--- src/pofs_pkg.sv ---
// ----------------------------------------------------------------------------
// pofs_pkg
// Shared types and constants for the PCM output fade stage.
// ----------------------------------------------------------------------------
package pofs_pkg;

  localparam int DEF_COUNTER_WIDTH = 48;
  localparam int QUEUE_DEPTH = 4;

  localparam logic [15:0] UNITY_GAIN = 16'h8000;
  localparam logic [9:0]  FADE_MS    = 10'd500;
  localparam logic [9:0]  MS_PER_S   = 10'd1000;
  localparam logic [7:0]  PCM8_MID   = 8'h80;
  localparam logic [6:0]  PCM8_MAX   = 7'h7F;
  localparam logic [14:0] PCM16_MAX  = 15'h7FFF;

  // dt * 32768 / 500 == (dt << 13) / 125; /125 as multiply by ceil(2^29 / 125)
  localparam logic [22:0] RECIP_125   = 23'd4294968;
  localparam int          RECIP_SHIFT = 29;

  typedef enum logic [1:0] {
    ACT_SAMPLE = 2'd0,
    ACT_BLOCK  = 2'd1,
    ACT_SHUT   = 2'd2,
    ACT_NONE   = 2'd3
  } action_t;

  typedef enum logic [2:0] {
    MODE_UP   = 3'd0,
    MODE_RUN  = 3'd1,
    MODE_SHUT = 3'd2,
    MODE_DOWN = 3'd3,
    MODE_FIN  = 3'd4
  } fade_mode_t;

  typedef enum logic [1:0] {
    REG_VOLUME = 2'd0,
    REG_WIDTH  = 2'd1,
    REG_VBITS  = 2'd2,
    REG_RATE   = 2'd3
  } reg_index_t;

  typedef enum logic [1:0] {
    WIDTH_8  = 2'd0,
    WIDTH_16 = 2'd1,
    WIDTH_24 = 2'd2,
    WIDTH_32 = 2'd3
  } width_code_t;

  typedef enum logic [1:0] {
    FS_IDLE,
    FS_DIV,
    FS_RAMP
  } front_state_t;

  // Sample request handed from front to back.
  typedef struct packed {
    logic [31:0] sample;
    logic [15:0] gain;
    logic        finished;
  } job_t;

endpackage

--- src/pofs_queue.sv ---
// ----------------------------------------------------------------------------
// pofs_queue
// Small FIFO between the front and back parts.
// ----------------------------------------------------------------------------
module pofs_queue import pofs_pkg::*; (
  input  logic clk,
  input  logic rst,
  input  logic wr_en,
  input  job_t wr_data,
  output logic full,
  output logic rd_valid,
  output job_t rd_data,
  input  logic rd_en
);

  localparam int AW = $clog2(QUEUE_DEPTH);

  job_t          mem [QUEUE_DEPTH];
  logic [AW-1:0] wr_ptr, rd_ptr;
  logic [AW:0]   fill;

  assign full     = (fill == (AW+1)'(QUEUE_DEPTH));
  assign rd_valid = (fill != '0);
  assign rd_data  = mem[rd_ptr];

  always_ff @(posedge clk) begin
    if (wr_en) mem[wr_ptr] <= wr_data;
  end

  always_ff @(posedge clk) begin
    if (rst) begin
      wr_ptr <= '0;
      rd_ptr <= '0;
      fill   <= '0;
    end else begin
      if (wr_en) wr_ptr <= wr_ptr + 1'b1;
      if (rd_en) rd_ptr <= rd_ptr + 1'b1;
      fill <= fill + (AW+1)'(wr_en) - (AW+1)'(rd_en);
    end
  end

endmodule

--- config.mk ---
export PLATFORM = sky130hd
export DESIGN_NAME = pofs_queue
export DESIGN_NICKNAME = d
export VERILOG_FILES = /design/src/pofs_pkg.sv /design/src/pofs_queue.sv
export SDC_FILE = /design/constraint.sdc
export NUM_CORES = 1
export LEC_CHECK = 0
export BUFFER_PORTS_ARGS = -buffer_cell sky130_fd_sc_hd__buf_2
export CORE_MARGIN = 2
export CORE_UTILIZATION = 50
export DETAILED_ROUTE_END_ITERATION = 10
export GPL_ROUTABILITY_DRIVEN = 0
export PLACE_DENSITY = 0.84
export SETUP_SLACK_MARGIN = 0.2
export SLEW_MARGIN = 20
export SYNTH_ARGS = -nofsm -noshare
export SYNTH_HDL_FRONTEND = slang
export SYNTH_SLANG_ARGS = --single-unit
--- constraint.sdc ---
create_clock -name clk -period 1.9 [get_ports clk]
set_input_delay 0.095 -clock clk [delete_from_list [all_inputs] [get_ports clk]]
set_output_delay 0.095 -clock clk [all_outputs]
set_load 0.01 [all_outputs]
# == After elaboration in Yosys (flattened, before gate mapping) ==
# Memories as Yosys holds them, arrays and structs flattened. A register that Yosys moved wholly into a read port is not among the register bits.
# Cells that the tools add are included.
# classes
mux,4
n_eq_ne,1
addsub,4
n_reduce_logical,1
# op_table
operator,n
$add 2x1->2 const B,2
$mux 2,2
$add 3x1->3,1
$eq 3x3->1 const B,1
$reduce_bool 3->1,1
$sub 3x1->3,1
$mux 1,2
# totals
inputBits,53
mem_count,1
reg_bits,7
mem_bits_rw,196
# mem_list
name,depth,word_bits,rd,rd_clocked_by_memory_dff,write_ports,line,rtl
mem,4,49,1,1,1,pofs_queue.sv:18,job_t mem [QUEUE_DEPTH];

# == Longest topological paths before layout ==
# depth
ltp_word,3
mapped_depth,7

# == Worst setup path after synthesis ==
# OpenSTA, ideal clock, no wires.
# synth_timing
path_kind,register to register
startpoint,register wr_ptr[0]
endpoint,memory mem[2][0] in the netlist's numbering (enable)
path_stages_with_launch,4
path_buffers,0
t_required_ns,1.489
period_less_slack_ns,2.124
arrival_time_ns,1.712
setup_ns,0.411
path_slack_ns,-0.224
path_cell_list,dfxtp_1 -> inv_1 -> ha_1 -> and2_1
# synth_lines
item,line,rtl
from (decl),pofs_queue.sv:19,"logic [AW-1:0] wr_ptr, rd_ptr;"
from (signal assigned),pofs_queue.sv:36,if (wr_en) wr_ptr <= wr_ptr + 1'b1;
to (decl),pofs_queue.sv:18,
# Straight into the memory's write port.

==> flow_metrics.tcl <==
set metrics [dict create \
    outcome "finished, violations left" \
    violations "negative setup slack" \
    io_pins 104 \
    core-area_mm2 0.01464 \
    max-slew-margin-rel_pct 65.07 \
    clock-sinks 205 \
    endpoint_of_the_worst_slack_reg_to_reg_timing_path "fill[2]$_SDFF_PP0_" \
    nFillCells 912 \
    dp_slack_ps 142.7 \
    path_clk_slew_ps 60 \
    area_taken_by_multi_input_logic_gates_mm2 0.001346 \
    area.growth.synth_to_final_pct 32.21 \
    die_width_um 126.7 \
    synth_top_area_share_pct 78.14 \
    avgViaCountPerCell 5.396 \
    cp_data_required_time_ps 1800 \
    via_count 3680 \
    clock-skew-final_ps 8.408 \
    port-buffer-count 103 \
    post_drt_wl_per_cell_um 21.19 \
    power_density_mw_per_mm2 1040 \
    period_utilization_pct 102.9 \
    routed_wl_mm 14.45 \
    crit_path_end_kind "primary output" \
    setup_slack_ps -55.75 \
    report.final.hold_viol_count 0 \
    floorplan.die_area_mm2 0.01606 \
    worst-slew-pin-transition_ps 523.9 \
    postRouteAntennaNets 0 \
    total_area_of_sequential_cells_mm2 0.006072 \
    hp-class "primary input to register" \
    rows 44 \
    peakVddDrop_v 0.0008550 \
    r2r_start "fill[0]$_SDFF_PP0_" \
    yosysTopAreaCell "sky130_fd_sc_hd__edfxtp_1" \
    worst_case_reg_to_reg_path_depth 7 \
    iteration_0_drc_count_of_the_detailed_router 281 \
    critPathArrivalTime_ps 1860 \
    dieHeight_um 126.7 \
    worst_setup_path_start_kind "register" \
    final-setup-viol-count 40 \
    maxCapViolCount 0 \
    worst_hold_startpoint "wr_data[14]" \
    holdPathStages 2 \
    critical_path_peak_fanout 8 \
    buffer_cell_driving_the_clock_tree_root "sky130_fd_sc_hd__clkbuf_16" \
    maxClockFrequency_mhz 511.3 \
    avgSynthCellArea_um2 25.28 \
    fin_total_pwr_mw 10.36 \
    synthSimpleGateAreaFrac_pct 1.013 \
    worst_skew_late_latency_ps 470 \
    detail_route.drc_violations 0 \
    rrSetupSlack_ps 260 \
    setup_repair_after_global_routing_missed_its_margin "yes" \
    number_of_antenna_violations_at_the_first_check_in_global_routing 0 \
    numCtsBuffers 20 \
    initial_utilization_pct 51.44 \
    first_global_vias 3986 \
    tritoncts "yes" \
    hold_path_end "mem[1][14]$_DFFE_PP_" \
    layout.nets 546 \
    ys_warn_count 0 \
    clk_path_buf_depth 3 \
    synth_adder_area_share_pct 1.262 \
    postSynthRegisterBits 205 \
    cts-htree-levels 1 \
    post-dp-hpwl_mm 7.736 \
    mappedNetlistArea_mm2 0.007532 \
    layout_min_cycle_time_ps 1956 \
    total_leakage_power_nw 3.470 \
    fin_util_pct 68.00 \
    global_router_s_overall_resource_usage_pct 18.25 \
    setup.worst_path.class "register to primary output" \
    highest_count_cells_in_the_layout_ignoring_fill_and_taps "sky130_fd_sc_hd__edfxtp_1 (196), sky130_fd_sc_hd__buf_2 (61), sky130_fd_sc_hd__dlygate4sd3_1 (53), sky130_fd_sc_hd__mux4_2 (49), sky130_fd_sc_hd__buf_6 (42)" \
    final-max-slew-violation-count 0 \
    synth.net_count 358 \
    yosys.cell_types.count 23 \
    final_area_mm2 0.009958 \
    setup_tns_ps -1126 \
    detail_route.first_pass.iterations 4 \
    post_synth_xor_area_fraction_pct 0.5482 \
    largest_family_of_logic_cells_by_synthesized_area "multiplexers" \
    grt_start_max_net_pins 34 \
    mostFrequentLayoutCell "sky130_fd_sc_hd__edfxtp_1" \
    diodes 0 \
    synth-compound-area-share_pct 0.1993 \
    wire_length_of_the_first_global_routing_pass_mm 22.21 \
    synth.top_cells.by_area "sky130_fd_sc_hd__edfxtp_1 (78%), sky130_fd_sc_hd__mux4_2 (14%), sky130_fd_sc_hd__dfxtp_1 (2.4%), sky130_fd_sc_hd__ha_1 (1.0%), sky130_fd_sc_hd__mux4_1 (0.70%)" \
    placement_stage_cell_area_mm2 0.008333 \
    layout-drive-gt1-share_pct 40.96 \
    synth.mux.area_fraction_pct 14.88 \
    globalRoute.totalOverflow 0 \
    synthCells 298 \
    synth_seq_area_share_pct 80.53 \
]
cells in the mapped netlist:
library cell	number
sky130_fd_sc_hd__and2_1	4
sky130_fd_sc_hd__dfxtp_1	9
sky130_fd_sc_hd__nor2b_1	2
sky130_fd_sc_hd__buf_1	3
sky130_fd_sc_hd__buf_6	1
sky130_fd_sc_hd__buf_4	3
sky130_fd_sc_hd__a21oi_1	1
sky130_fd_sc_hd__nor2_1	5
sky130_fd_sc_hd__mux4_2	47
sky130_fd_sc_hd__nand3b_1	1
sky130_fd_sc_hd__xnor2_1	2
sky130_fd_sc_hd__fa_1	1
sky130_fd_sc_hd__mux2i_1	1
sky130_fd_sc_hd__a21bo_2	1
sky130_fd_sc_hd__buf_2	2
sky130_fd_sc_hd__inv_1	6
sky130_fd_sc_hd__mux4_1	2
sky130_fd_sc_hd__buf_12	2
sky130_fd_sc_hd__xor3_1	1
sky130_fd_sc_hd__and3_1	1
sky130_fd_sc_hd__ha_1	6
sky130_fd_sc_hd__edfxtp_1	196
sky130_fd_sc_hd__or3_1	1
worst max path at each step:
stage / from / to / cells after the start
floorplan: fill[0]$_SDFF_PP0_ / fill[2]$_SDFF_PP0_ / 7
global route: register / rd_data[29] / 4
global placement: fill[0]$_SDFF_PP0_ / fill[2]$_SDFF_PP0_ / 7
detailed placement: fill[0]$_SDFF_PP0_ / fill[2]$_SDFF_PP0_ / 7
finish: register / rd_data[27] / 4
CTS: register / rd_data[27] / 4
through the flow:
step,instances,hold slack [ps]
6_report,682,371.6
5_1_grt,682,365.2
4_1_cts,682,347.2
3_5_place_dp,586,313.2
3_3_place_gp,586,303.8
2_1_floorplan,298,166.6
state kept, by name, indices dropped and copies added, names as in the netlist, named ones only:
name	count
rd_ptr	2
fill	3
mem	196
wr_ptr	2
per-layer routing:
| layer | global-route usage, % | up-vias | wire length, um |
|---|---|---|---|
| li1 | - | 1629 | - |
| met1 | 25.11 | 1918 | 6082 |
| met2 | 31.03 | 116 | 7410 |
| met3 | 3.543 | 17 | 750 |
| met4 | 3.878 | 0 | 209 |
| met5 | 0 | - | 0 |
critical path: stages (launching register included):
cell and delay [ps]:
sky130_fd_sc_hd__dfxtp_4 400, sky130_fd_sc_hd__buf_8 150, sky130_fd_sc_hd__buf_16 140, sky130_fd_sc_hd__mux4_2 550
sky130_fd_sc_hd__buf_6 150
where the power goes:
group          switching (mW)  internal (mW)  total (mW)
combinational           0.613          0.803        1.42
sequential             0.0674           5.19        5.26
clock                    1.49           2.19        3.68
total                    2.17           8.19        10.4
logic make-up after synthesis:
logic type	after synthesis
mux	50
compound gates	2
xor+xnor	3
buf+inv	17
fa+ha+maj	7
flops	205
simple gates	14
layout make-up:
cell class / instances / area share, %
flip-flops and latches: 205 / 60.97
repair buffers: 177 / 16.84
multi-input cells: 76 / 13.52
clock buffers: 30 / 5.717
well taps: 184 / 2.312
clock inverters: 4 / 0.4146
inverters: 6 / 0.2262
repair_timing:
item	CTS	global route
gates resized for setup	50	8
setup buffers	3	0
endpoints found under the setup margin	50	49
hold buffers	53	0
hold endpoints to repair	205	0
pin swaps	1	0
cloned	6	0
Note: power is estimated with default switching activity, not from simulation.
