==> src/pofs_pkg.sv <==
// ----------------------------------------------------------------------------
// pofs_pkg
// Shared types and constants for the PCM output fade stage.
// ----------------------------------------------------------------------------
package pofs_pkg;

  localparam int DEF_COUNTER_WIDTH = 48;
  localparam int QUEUE_DEPTH = 4;

  localparam logic [15:0] UNITY_GAIN = 16'h8000;
  localparam logic [9:0]  FADE_MS    = 10'd500;
  localparam logic [9:0]  MS_PER_S   = 10'd1000;
  localparam logic [7:0]  PCM8_MID   = 8'h80;
  localparam logic [6:0]  PCM8_MAX   = 7'h7F;
  localparam logic [14:0] PCM16_MAX  = 15'h7FFF;

  // dt * 32768 / 500 == (dt << 13) / 125; /125 as multiply by ceil(2^29 / 125)
  localparam logic [22:0] RECIP_125   = 23'd4294968;
  localparam int          RECIP_SHIFT = 29;

  typedef enum logic [1:0] {
    ACT_SAMPLE = 2'd0,
    ACT_BLOCK  = 2'd1,
    ACT_SHUT   = 2'd2,
    ACT_NONE   = 2'd3
  } action_t;

  typedef enum logic [2:0] {
    MODE_UP   = 3'd0,
    MODE_RUN  = 3'd1,
    MODE_SHUT = 3'd2,
    MODE_DOWN = 3'd3,
    MODE_FIN  = 3'd4
  } fade_mode_t;

  typedef enum logic [1:0] {
    REG_VOLUME = 2'd0,
    REG_WIDTH  = 2'd1,
    REG_VBITS  = 2'd2,
    REG_RATE   = 2'd3
  } reg_index_t;

  typedef enum logic [1:0] {
    WIDTH_8  = 2'd0,
    WIDTH_16 = 2'd1,
    WIDTH_24 = 2'd2,
    WIDTH_32 = 2'd3
  } width_code_t;

  typedef enum logic [1:0] {
    FS_IDLE,
    FS_DIV,
    FS_RAMP
  } front_state_t;

  // Sample request handed from front to back.
  typedef struct packed {
    logic [31:0] sample;
    logic [15:0] gain;
    logic        finished;
  } job_t;

endpackage

==> src/pofs_front.sv <==
// ----------------------------------------------------------------------------
// pofs_front
// Accepts requests, runs the fade state machine and block-start timing
// (bit-serial divider), and forwards sample jobs with their gain.
// ----------------------------------------------------------------------------
module pofs_front import pofs_pkg::*; #(
  parameter int COUNTER_WIDTH = DEF_COUNTER_WIDTH
) (
  input  logic        clk,
  input  logic        rst,
  input  logic        in_valid,
  output logic        in_stall,
  input  logic [1:0]  action,
  input  logic [31:0] sample_value,
  input  logic [9:0]  frame_count,
  input  logic [18:0] rate_hz,
  output logic        job_valid,
  output job_t        job,
  input  logic        job_full
);

  localparam int NUM_W = 50;  // span (< 2^40) * 1000 fits in 50 bits
  localparam int CNT_W = $clog2(NUM_W + 1);

  fade_mode_t          mode, mode_next;
  front_state_t        state, state_next;
  logic [COUNTER_WIDTH-1:0] counter, mark;
  logic [15:0]         gain;
  logic [9:0]          frames;
  logic [NUM_W-1:0]    quo;
  logic [19:0]         rem;
  logic [CNT_W-1:0]    cnt;
  logic                accept;
  logic [COUNTER_WIDTH-1:0] span;
  logic [63:0]         span64;
  logic                big, done_now;
  logic [NUM_W-1:0]    num;
  logic [28:0]         limit;
  logic [59:0]         span_ms;
  logic [19:0]         rem_sh;
  logic [22:0]         ramp_num;
  logic [45:0]         ramp_prod;
  logic [15:0]         ramp_val;

  assign accept   = in_valid && !in_stall;
  assign in_stall = (state != FS_IDLE) || job_full;

  assign span = (mode == MODE_DOWN) ? (counter - mark) : counter;
  assign span64  = 64'(span);
  assign big     = |span64[63:40];
  assign span_ms = 60'(span64[39:0]) * 60'(MS_PER_S);
  assign limit   = 29'(rate_hz) * 29'(FADE_MS);
  assign done_now = big || (span_ms >= 60'(limit));
  assign num = span_ms[NUM_W-1:0];

  assign rem_sh = {rem[18:0], num[CNT_W'(NUM_W - 1) - cnt]};
  assign ramp_num  = {quo[9:0], 13'd0};
  assign ramp_prod = 46'(ramp_num) * 46'(RECIP_125);
  assign ramp_val  = 16'(ramp_prod >> RECIP_SHIFT);

  always_comb begin
    state_next = state;
    case (state)
      FS_IDLE: if (accept && action == ACT_BLOCK &&
                   (mode == MODE_UP || mode == MODE_DOWN) && !done_now)
                 state_next = FS_DIV;
      FS_DIV:  if (cnt == CNT_W'(NUM_W - 1)) state_next = FS_RAMP;
      FS_RAMP: state_next = FS_IDLE;
      default: state_next = FS_IDLE;
    endcase
  end

  always_comb begin
    mode_next = mode;
    if (state == FS_IDLE && accept) begin
      case (action)
        ACT_SHUT:  if (mode == MODE_RUN) mode_next = MODE_SHUT;
        ACT_BLOCK: begin
          if (mode == MODE_SHUT) mode_next = MODE_DOWN;
          else if (mode == MODE_UP && done_now) mode_next = MODE_RUN;
          else if (mode == MODE_DOWN && done_now) mode_next = MODE_FIN;
        end
        default: mode_next = mode;
      endcase
    end
  end

  always_ff @(posedge clk) begin
    if (rst) begin
      state   <= FS_IDLE;
      mode    <= MODE_UP;
      counter <= '0;
      mark    <= '0;
      gain    <= '0;
    end else begin
      state <= state_next;
      mode  <= mode_next;
      if (state == FS_IDLE && accept && action == ACT_BLOCK) begin
        frames <= frame_count;
        rem    <= '0;
        quo    <= '0;
        cnt    <= '0;
        case (mode)
          MODE_SHUT: begin
            mark <= counter;
            gain <= UNITY_GAIN;
          end
          MODE_UP:   if (done_now) gain <= UNITY_GAIN;
          MODE_DOWN: if (done_now) gain <= '0;
          MODE_RUN:  gain <= UNITY_GAIN;
          default:   gain <= '0;
        endcase
        if (!((mode == MODE_UP || mode == MODE_DOWN) && !done_now))
          counter <= counter + COUNTER_WIDTH'(frame_count);
      end
      if (state == FS_DIV) begin
        cnt <= cnt + 1'b1;
        if (rem_sh >= {1'b0, rate_hz}) begin
          rem <= rem_sh - {1'b0, rate_hz};
          quo <= {quo[NUM_W-2:0], 1'b1};
        end else begin
          rem <= rem_sh;
          quo <= {quo[NUM_W-2:0], 1'b0};
        end
      end
      if (state == FS_RAMP) begin
        gain    <= (mode == MODE_DOWN) ? UNITY_GAIN - ramp_val : ramp_val;
        counter <= counter + COUNTER_WIDTH'(frames);
      end
    end
  end

  assign job_valid    = accept && action == ACT_SAMPLE;
  assign job.sample   = sample_value;
  assign job.gain     = gain;
  assign job.finished = (mode >= MODE_FIN);

endmodule

==> config.mk <==
export PLATFORM = sky130hd
export DESIGN_NAME = pofs_front
export DESIGN_NICKNAME = d
export VERILOG_FILES = /design/src/pofs_pkg.sv /design/src/pofs_front.sv
export SDC_FILE = /design/constraint.sdc
export NUM_CORES = 1
export LEC_CHECK = 0
export BUFFER_PORTS_ARGS = -buffer_cell sky130_fd_sc_hd__buf_2
export CAP_MARGIN = 20
export CORE_MARGIN = 10
export CORE_UTILIZATION = 40
export DETAILED_ROUTE_END_ITERATION = 8
export PLACE_DENSITY_LB_ADDON = 0.25
export SLEW_MARGIN = 20
export SYNTH_ARGS = -nofsm -noshare
export SYNTH_HDL_FRONTEND = slang
export SYNTH_SLANG_ARGS = --single-unit
==> constraint.sdc <==
create_clock -name clk -period 26.5 [get_ports clk]
set_input_delay 1.325 -clock clk [delete_from_list [all_inputs] [get_ports clk]]
set_output_delay 1.325 -clock clk [all_outputs]
set_load 0.05 [all_outputs]
# Yosys cells after proc, flatten, opt, wreduce, memory -nomap -nowiden
# Index checks and enable logic that the tools add are counted.
# classes
n_addsub	7
mul	3
n_lt_le_gt_ge	4
eq_ne	15
muxes	28
bitwise	1
n_reduce_logical	31
# ops
operator	count
$mux W48	4
$add A48 B10 Y48	2
$mux W16	5
$mux W19	3
$ge A50 B28 Y1	1
$pmux W16 S3	1
$sub A48 B48 Y48	1
$mul A40 B7 Y47 const B	1
$mul A10 B20 Y29 const B	1
$mul A19 B7 Y26 const B	1
$ge A20 B19 Y1	1
$mux W10	2
$sub A19 B19 Y19	1
$sub A16 B16 Y16 const A	1
$mux W3	4
$mux W6	2
$logic_and A1 B1 Y1	10
$reduce_and A2 Y1	5
$reduce_bool A2 Y1	4
$reduce_or A8 Y1	1
$lt A6 B7 Y1 const B	1
$add A6 B1 Y6 const B	1
$bmux W1 S6	1
$eq A3 B2 Y1 const B	2
22 further kinds	33
# totals
regBits	162
output_inout_bits	51

# Longest topological paths before layout
# Gate-level depths: netlist (run 1).
# logic_depth
depth_word	10
ltp_mapped	50

# Worst setup path after synthesis (run 1)
# Ideal clock, no wire load.
# synth_timing
path_type	reg-to-reg
from	reg counter[0]
to	reg rem[10] (data pin)
setup_ns	0.266
t_arrival_ns	10.925
t_required_ns	26.234
slack_ns	15.309
path_stages_with_launch	49
path_buffers	1
cell_sequence	dfxtp_1 > inv_1 > ha_1 > fa_1 > nand2b_1 > a21oi_1 > o2111ai_1 > a211oi_1 > o21ai_0 > a22oi_1 > o311a_1 > o21a_1 > nor3_1 > a21oi_1 > or2_2 > nand2_1 > xnor2_1 > fa_1 > [... 13 more ...] > nand2_1 > a32oi_1 > ha_1 > fa_1 > nor2b_1 > o21ai_0 > a21boi_0 > o21ai_0 > nand2b_1 > a21o_1 > a21o_1 > a221oi_1 > a21oi_1 > or2_2 > a31oi_1 > clkbuf_1 > mux2i_1 > nor2_1
# synth_via
elab_chain_cells	8
word_cells_on_any_way	9
# synth_lines
item	line	text
start, declared	pofs_front.sv:27	logic [COUNTER_WIDTH-1:0] counter, mark;
start signal, assigned	pofs_front.sv:114	counter <= counter + COUNTER_WIDTH'(frame_count);
start signal, assigned	pofs_front.sv:128	counter <= counter + COUNTER_WIDTH'(frames);
$sub A48 B48 Y48	pofs_front.sv:48	assign span = (mode == MODE_DOWN) ? (counter - mark) : counter;
$mux W48 *	pofs_front.sv:48	
$mul A40 B7 Y47 *	pofs_front.sv:51	assign span_ms = 60'(span64[39:0]) * 60'(MS_PER_S);
$bmux W1 S6 *	pofs_front.sv:56	assign rem_sh = {rem[18:0], num[CNT_W'(NUM_W - 1) - cnt]};
$mux W1 (implied by the code) *	pofs_front.sv:56	
$sub A19 B19 Y19 / $ge A20 B19 Y1 (equally long branches)	pofs_front.sv:119, pofs_front.sv:118	
$mux W19 *	pofs_front.sv:118	if (rem_sh >= {1'b0, rate_hz}) begin
$mux W19 *	pofs_front.sv:116	if (state == FS_DIV) begin
end signal, assigned	pofs_front.sv:119	rem <= rem_sh - {1'b0, rate_hz};
end signal, assigned	pofs_front.sv:122	rem <= rem_sh;
end, declared	pofs_front.sv:31	logic [19:0] rem;
# Every way passes the cells marked *; elsewhere a longest branch is shown, timed or not. The select of a mux whose other input is x is not followed.
# A chain may end at the register's enable or synchronous reset.

# Final worst setup path (run 1)
# layout_timing
from	reg counter[0]
to	reg rem[4] (data pin)
# The elaborated chain is that of the path after synthesis.

==> impl_metrics.toml, run 1 <==
[cts]
post-cts-setup-buffers = 0
clk_latency_ns = 0.49
holdBufCountCts = 0
cts_buffer_depth = 2
h-tree-depth = 4
numCtsBuffers = 17
clk_pin_slew_ns = 0.08
cts_resized = 0
clock-sinks = 162
cts_tree = "yes"
cts_root_buf = "clkbuf_16"

[die]
core-area_um2 = 63200
rows = 92
num_io_pins = 118
die_y_um = 273
die_w_um = 273
dieArea_um2 = 74300
initial_core_util_pct = 40.4

[layout]
post-route-cell-area_um2 = 27000
nets = 3623
antenna_cells = 0
fin_util_pct = 42.7
layout-drive-gt1-share_pct = 6.15
areaGrowthSynthToFinish_pct = 5.72

[pwr]
p_leak_nw = 12.2
vdd_drop_max_uv = 43.7
power.density_nw_per_um2 = 38.6

[setup_path]
crit_type = "register to register"
cp_num_cells = 47
startpoint_type = "register"
endpoint = "rem[4]"
cp.required_ns = 26.71
worstPathArrival_ns = 12.80
crit_start = "counter[0]"
reg2reg_to = "rem[4]"
path_max_fanout = 25
slowest_stage = "a31oi_4"
r2r_slack_ns = 13.92
end_kind = "register"
crit_top_cell = "fa_1"
r2r-start = "counter[0]"
r2r_cells = 47
critical_path_buf_inv_count = 2
slowest_delay_ns = 0.80
cp_top_family = "compound AO/OA/AOI/OAI gates"

[synthesis]
synth_area_um2 = 25500
async_flop_share_pct = 0
yosysMostFrequentCell = "inv_1"
yosys-top-cells-count = "inv_1 (394), ha_1 (336), nand2_1 (310), fa_1 (227), a21oi_1 (223)"
syn_area_per_cell_um2 = 8.41
synth_nets = 3667
synthTopCellsByArea = "fa_1 (18%), ha_1 (16%), dfxtp_1 (9.2%)"
synthCells = 3037
ys_ff_latch = 162
yosys.area.top_type = "fa_1"
synth_edf_count = 45
yosys_warnings = 0
synth_top_area_share_pct = 17.8
ys_seq_area_share_pct = 14.5
yosysUniqueCellTypes = 84
synth_flop_cell = "dfxtp_1"

[timing]
fmax_ghz = 0.0795
timing.final.crit_share_pct = 47.5
rsz0062_at_grt = "no"
setup-tns-final_ns = 0
whs_ns = 0.455
relSlewSlack_pct = 32.4
finalMaxSlewViolations = 0
finalSetupViolations = 0
period_minus_slack_ns = 12.58
finClkSkew_ns = 0.0232
final-hold-violation-count = 0
tightest_slew_ns = 1.01
setup_ws_ns = 13.92

[job]
drv_cap = 0

[placed_design]
placed_area_um2 = 26400
dpl.hpwl_um = 50400
port_buffers = 53
pre_cts_ws_ns = 13.99
globalplace.congestion = 0.875

[global_route]
gr-total-overflow = 0
grt_usage_pct = 16.7
antenna_found_initial = 0
grt_pass1_wl_um = 103000
grt_pass1_vias = 20100
grt_max_degree = 95

[drt]
drt_iter0_drc = 1139
vias_per_cell = 5.29
dr_total_vias = 20400
drt_pre_antenna_iters = 5
route.detailed.drc = 0
ant_nets = 0
routed_wl_um = 61300
wl_per_cell_um = 15.9

[min_path]
hp-class = "register to register"

[outcome]
status = "finished clean"
worst register-to-register path, delay by kind of cell (launching register included):
family          cells  cell delay [ns]
compound gates     22             6.23
simple gates       11             1.52
flops               1             0.40
fa+ha+maj           8             2.92
mux                 2             0.73
xor+xnor            2             0.41
buf+inv             2             0.10
routing by layer:
metal | routed length (um) | share of wire (%) | vias up | track usage, %
met5 | 0 | 0 | - | 0
met2 | 28500 | 47 | 241 | 27.8
met3 | 1660 | 2.7 | 37 | 2.02
met4 | 569 | 0.93 | 0 | 3.07
met1 | 30600 | 50 | 9780 | 23.1
li1 | - | - | 10300 | -
layout make-up:
class | instances | area [um2]
Clock buffer | 17 | 425
Clock inverter | 15 | 169
Fill cell | 6356 | 36200
Inverter | 394 | 1480
Multi-Input combinational cell | 2342 | 19700
Sequential cell | 162 | 3690
Tap cell | 846 | 1060
Timing Repair Buffer | 76 | 440
logic make-up (layout without fill, tap and decap cells):
group | Yosys count | in the layout | share of synthesized area [%]
compound gates | 677 | 677 | 17.2
xor+xnor | 178 | 178 | 6.11
fa+ha+maj | 573 | 573 | 34.7
buf+inv | 533 | 502 | 8.45
flops | 162 | 162 | 14.5
mux | 69 | 69 | 3.32
simple gates | 845 | 845 | 15.8
through the flow:
stage	cells	total power [W]
after floorplan	3037	0.000671
after global placement	3820	0.000788
after detailed placement	3820	0.000787
after CTS	3852	0.00105
after global routing	3852	0.00114
final	3852	0.00104
worst min path at each step:
| stage | from | to | slack (ns) | cells after the start |
|---|---|---|---|---|
| 6_report | mark[46] | mark[46] | 0.45 | 2 |
| 5_1_grt | mark[19] | mark[19] | 0.48 | 2 |
| 4_1_cts | mark[19] | mark[19] | 0.46 | 2 |
| 3_5_place_dp | gain[0] | gain[0] | 0.44 | 1 |
| 3_3_place_gp | gain[0] | gain[0] | 0.44 | 1 |
| 2_1_floorplan | mark[10] | mark[10] | 0.44 | 2 |
power by group:
part	switching (W)	total [W]	internal, W
clock network	0.000131	0.000257	0.000126
registers	0.00000259	0.000258	0.000256
logic	0.000301	0.000527	0.000226
sequential cells by signal, summed over array words and instances (netlist names):
signal,count
rem,19
mode,3
frames,10
cnt,6
counter,48
state,2
quo,10
gain,16
mark,48
placed cells by master, fill, tap and decap left out, types with 25 or more instances in the layout:
master / count
inv_1: 394
ha_1: 336
nand2_1: 310
fa_1: 227
a21oi_1: 222
nor2_1: 173
dfxtp_1: 117
xnor2_1: 113
o21ai_0: 108
a21o_1: 76
xor2_1: 65
nand3_1: 56
nor2b_1: 54
buf_2: 52
nor3_1: 46
edfxtp_1: 45
a211oi_1: 35
and3_1: 31
nand4_1: 29
o21a_1: 28
nand2b_1: 26
mux2_2: 25
No activity file was read; power rests on OpenSTA's default activity.
==> run 2, diff against run 1 <==
==> constraint.sdc (replaced) <==
create_clock -name clk -period 11 [get_ports clk]
set_input_delay 0.55 -clock clk [delete_from_list [all_inputs] [get_ports clk]]
set_output_delay 0.55 -clock clk [all_outputs]
set_load 0.05 [all_outputs]
==> run 2 against run 1 <==
Compared with the run above:
- wire length grew 4.2%
- core utilization grew 2.0 points
- combinational power grew 140%
- design area grew 4.7%
==> impl_metrics.toml, run 2 (synthesized netlist as in run 1, its figures left out) <==
[setup_path]
end_kind = "register"
critical_path_buf_inv_count = 8
reg2reg_to = "rem[8]"
worstPathArrival_ns = 10.60
crit_top_cell = "buf_4"
r2r_slack_ns = 0.62
path_max_fanout = 8
crit_start = "counter[0]"
cp_top_family = "compound AO/OA/AOI/OAI gates"
r2r_cells = 50
slowest_delay_ns = 0.54
crit_type = "register to register"
startpoint_type = "register"
cp.required_ns = 11.23
slowest_stage = "fa_1"
r2r-start = "counter[0]"

[drt]
drt_pre_antenna_iters = 5
dr_total_vias = 20900
route.detailed.drc = 0
drt_iter0_drc = 1074
ant_nets = 0
routed_wl_um = 63900
vias_per_cell = 5.24
wl_per_cell_um = 16.0

[placed_design]
port_buffers = 53
placed_area_um2 = 27400
dpl.hpwl_um = 52400
globalplace.congestion = 0.876

[die]
die_w_um = 273
rows = 92
initial_core_util_pct = 40.4
dieArea_um2 = 74300
core-area_um2 = 63200
num_io_pins = 118
die_y_um = 273

[cts]
cts_root_buf = "clkbuf_16"
holdBufCountCts = 0
h-tree-depth = 4
clock-sinks = 162
cts_buffer_depth = 2
clk_pin_slew_ns = 0.09
numCtsBuffers = 17
cts_tree = "yes"
clk_latency_ns = 0.50

[pwr]
power.density_nw_per_um2 = 90.6
p_clk_share_pct = 25.8
p_int_w = 0.00151
p_leak_nw = 13.0
power_frac_comb_pct = 49.9
p_seq_share_pct = 24.3
sw_frac_of_total_pct = 41.0
vdd_drop_max_uv = 116
power_switching_w = 0.00105
power_w = 0.00256

[min_path]
hp-class = "input pin to register"
hold_start = "frame_count[8]"
whs_path_depth = 1
whs_endpoint = "frames[8]"

[timing]
final-hold-violation-count = 0
timing.final.crit_share_pct = 94.3
tightest_slew_ns = 1.06
finalMaxSlewViolations = 0
finalSetupViolations = 0
finClkSkew_ns = 0.0203
rsz0062_at_grt = "yes"
relSlewSlack_pct = 29.0
fmax_ghz = 0.0964
period_minus_slack_ns = 10.38

[layout]
nets = 3762
fillers = 6244
post-route-cell-area_um2 = 28300
reg_top3 = "counter: 48 flops, mark: 48 flops, rem: 19 flops"
layout-drive-gt1-share_pct = 11.5
antenna_cells = 0
final_common_cell = "inv_1"
areaGrowthSynthToFinish_pct = 10.7
final_cell_mix = "inv_1 (394), ha_1 (332), nand2_1 (307), fa_1 (225), a21oi_1 (216)"

[outcome]
status = "finished clean"

[global_route]
grt_pass1_wl_um = 107000
grt_usage_pct = 17.3
grt_pass1_vias = 20800
grt_max_degree = 81
antenna_found_initial = 1
gr-total-overflow = 0

[job]
drv_cap = 0
[run 2: changes by cell type in the layout (fill, tap and decap cells not counted), sizes merged]
cell | before | now
clkinvlp | 2 | 1
inv | 400 | 405
clkinv | 7 | 2
buf | 76 | 215
bufinv | 0 | 1
[run 2: worst max-delay path by stage]
stage                     endpoint  slack [ns]  cells past startpoint
after floorplan             rem[3]        0.04                     48
after global placement     rem[11]        0.24                     51
after detailed placement    rem[8]        0.03                     51
after CTS                   rem[8]        0.06                     51
after global routing        rem[8]       -0.03                     49
final                       rem[8]        0.62                     50
[run 2: cell type report]
class,instances,area [um2],share of cell area (%)
multi-input cells,2342,19900,70.4
flip-flops and latches,162,3700,13.1
repair buffers,215,1500,5.29
inverters,394,1480,5.23
well taps,846,1060,3.75
clock buffers,17,425,1.51
clock inverters,15,199,0.704
[run 2: repair_timing]
action	in CTS	in global routing
setup endpoints to repair	1	45
setup buffers	0	6
pin swaps	0	22
gates resized for setup	1	53
[run 2: power by group through the flow]
stage | logic [W] | registers (W) | clock network, W
finish | 0.00128 | 0.000621 | 0.000661
global route | 0.00147 | 0.000622 | 0.000696
CTS | 0.00128 | 0.000621 | 0.000678
detailed placement | 0.00126 | 0.000635 | 0
global placement | 0.00126 | 0.000635 | 0
floorplan | 0.000984 | 0.000633 | 0
[run 2: per-stage QoR]
stage                     TNS, ns  worst slack [ns]  hold slack (ns)  cells  utilization [%]
after floorplan                 0            0.0416            0.436   3037                -
after global placement          0             0.242            0.441   3953             43.4
after detailed placement        0            0.0253            0.438   3953             43.4
after CTS                       0            0.0603            0.202   3985             44.4
after global routing       -0.134           -0.0337            0.225   3991             44.7
final                           0             0.623            0.235   3991             44.7
[run 2: layer usage]
metal  vias to the layer above  track usage (%)  wire length (um)  part of all wire, %
li1                      10600                -                 -                    -
met1                      9946             23.8             31300                   49
met2                       327             28.1             29300                   46
met3                        61             2.02              2160                  3.4
met4                         0             5.01              1150                  1.8
met5                         -                0                 0                    0
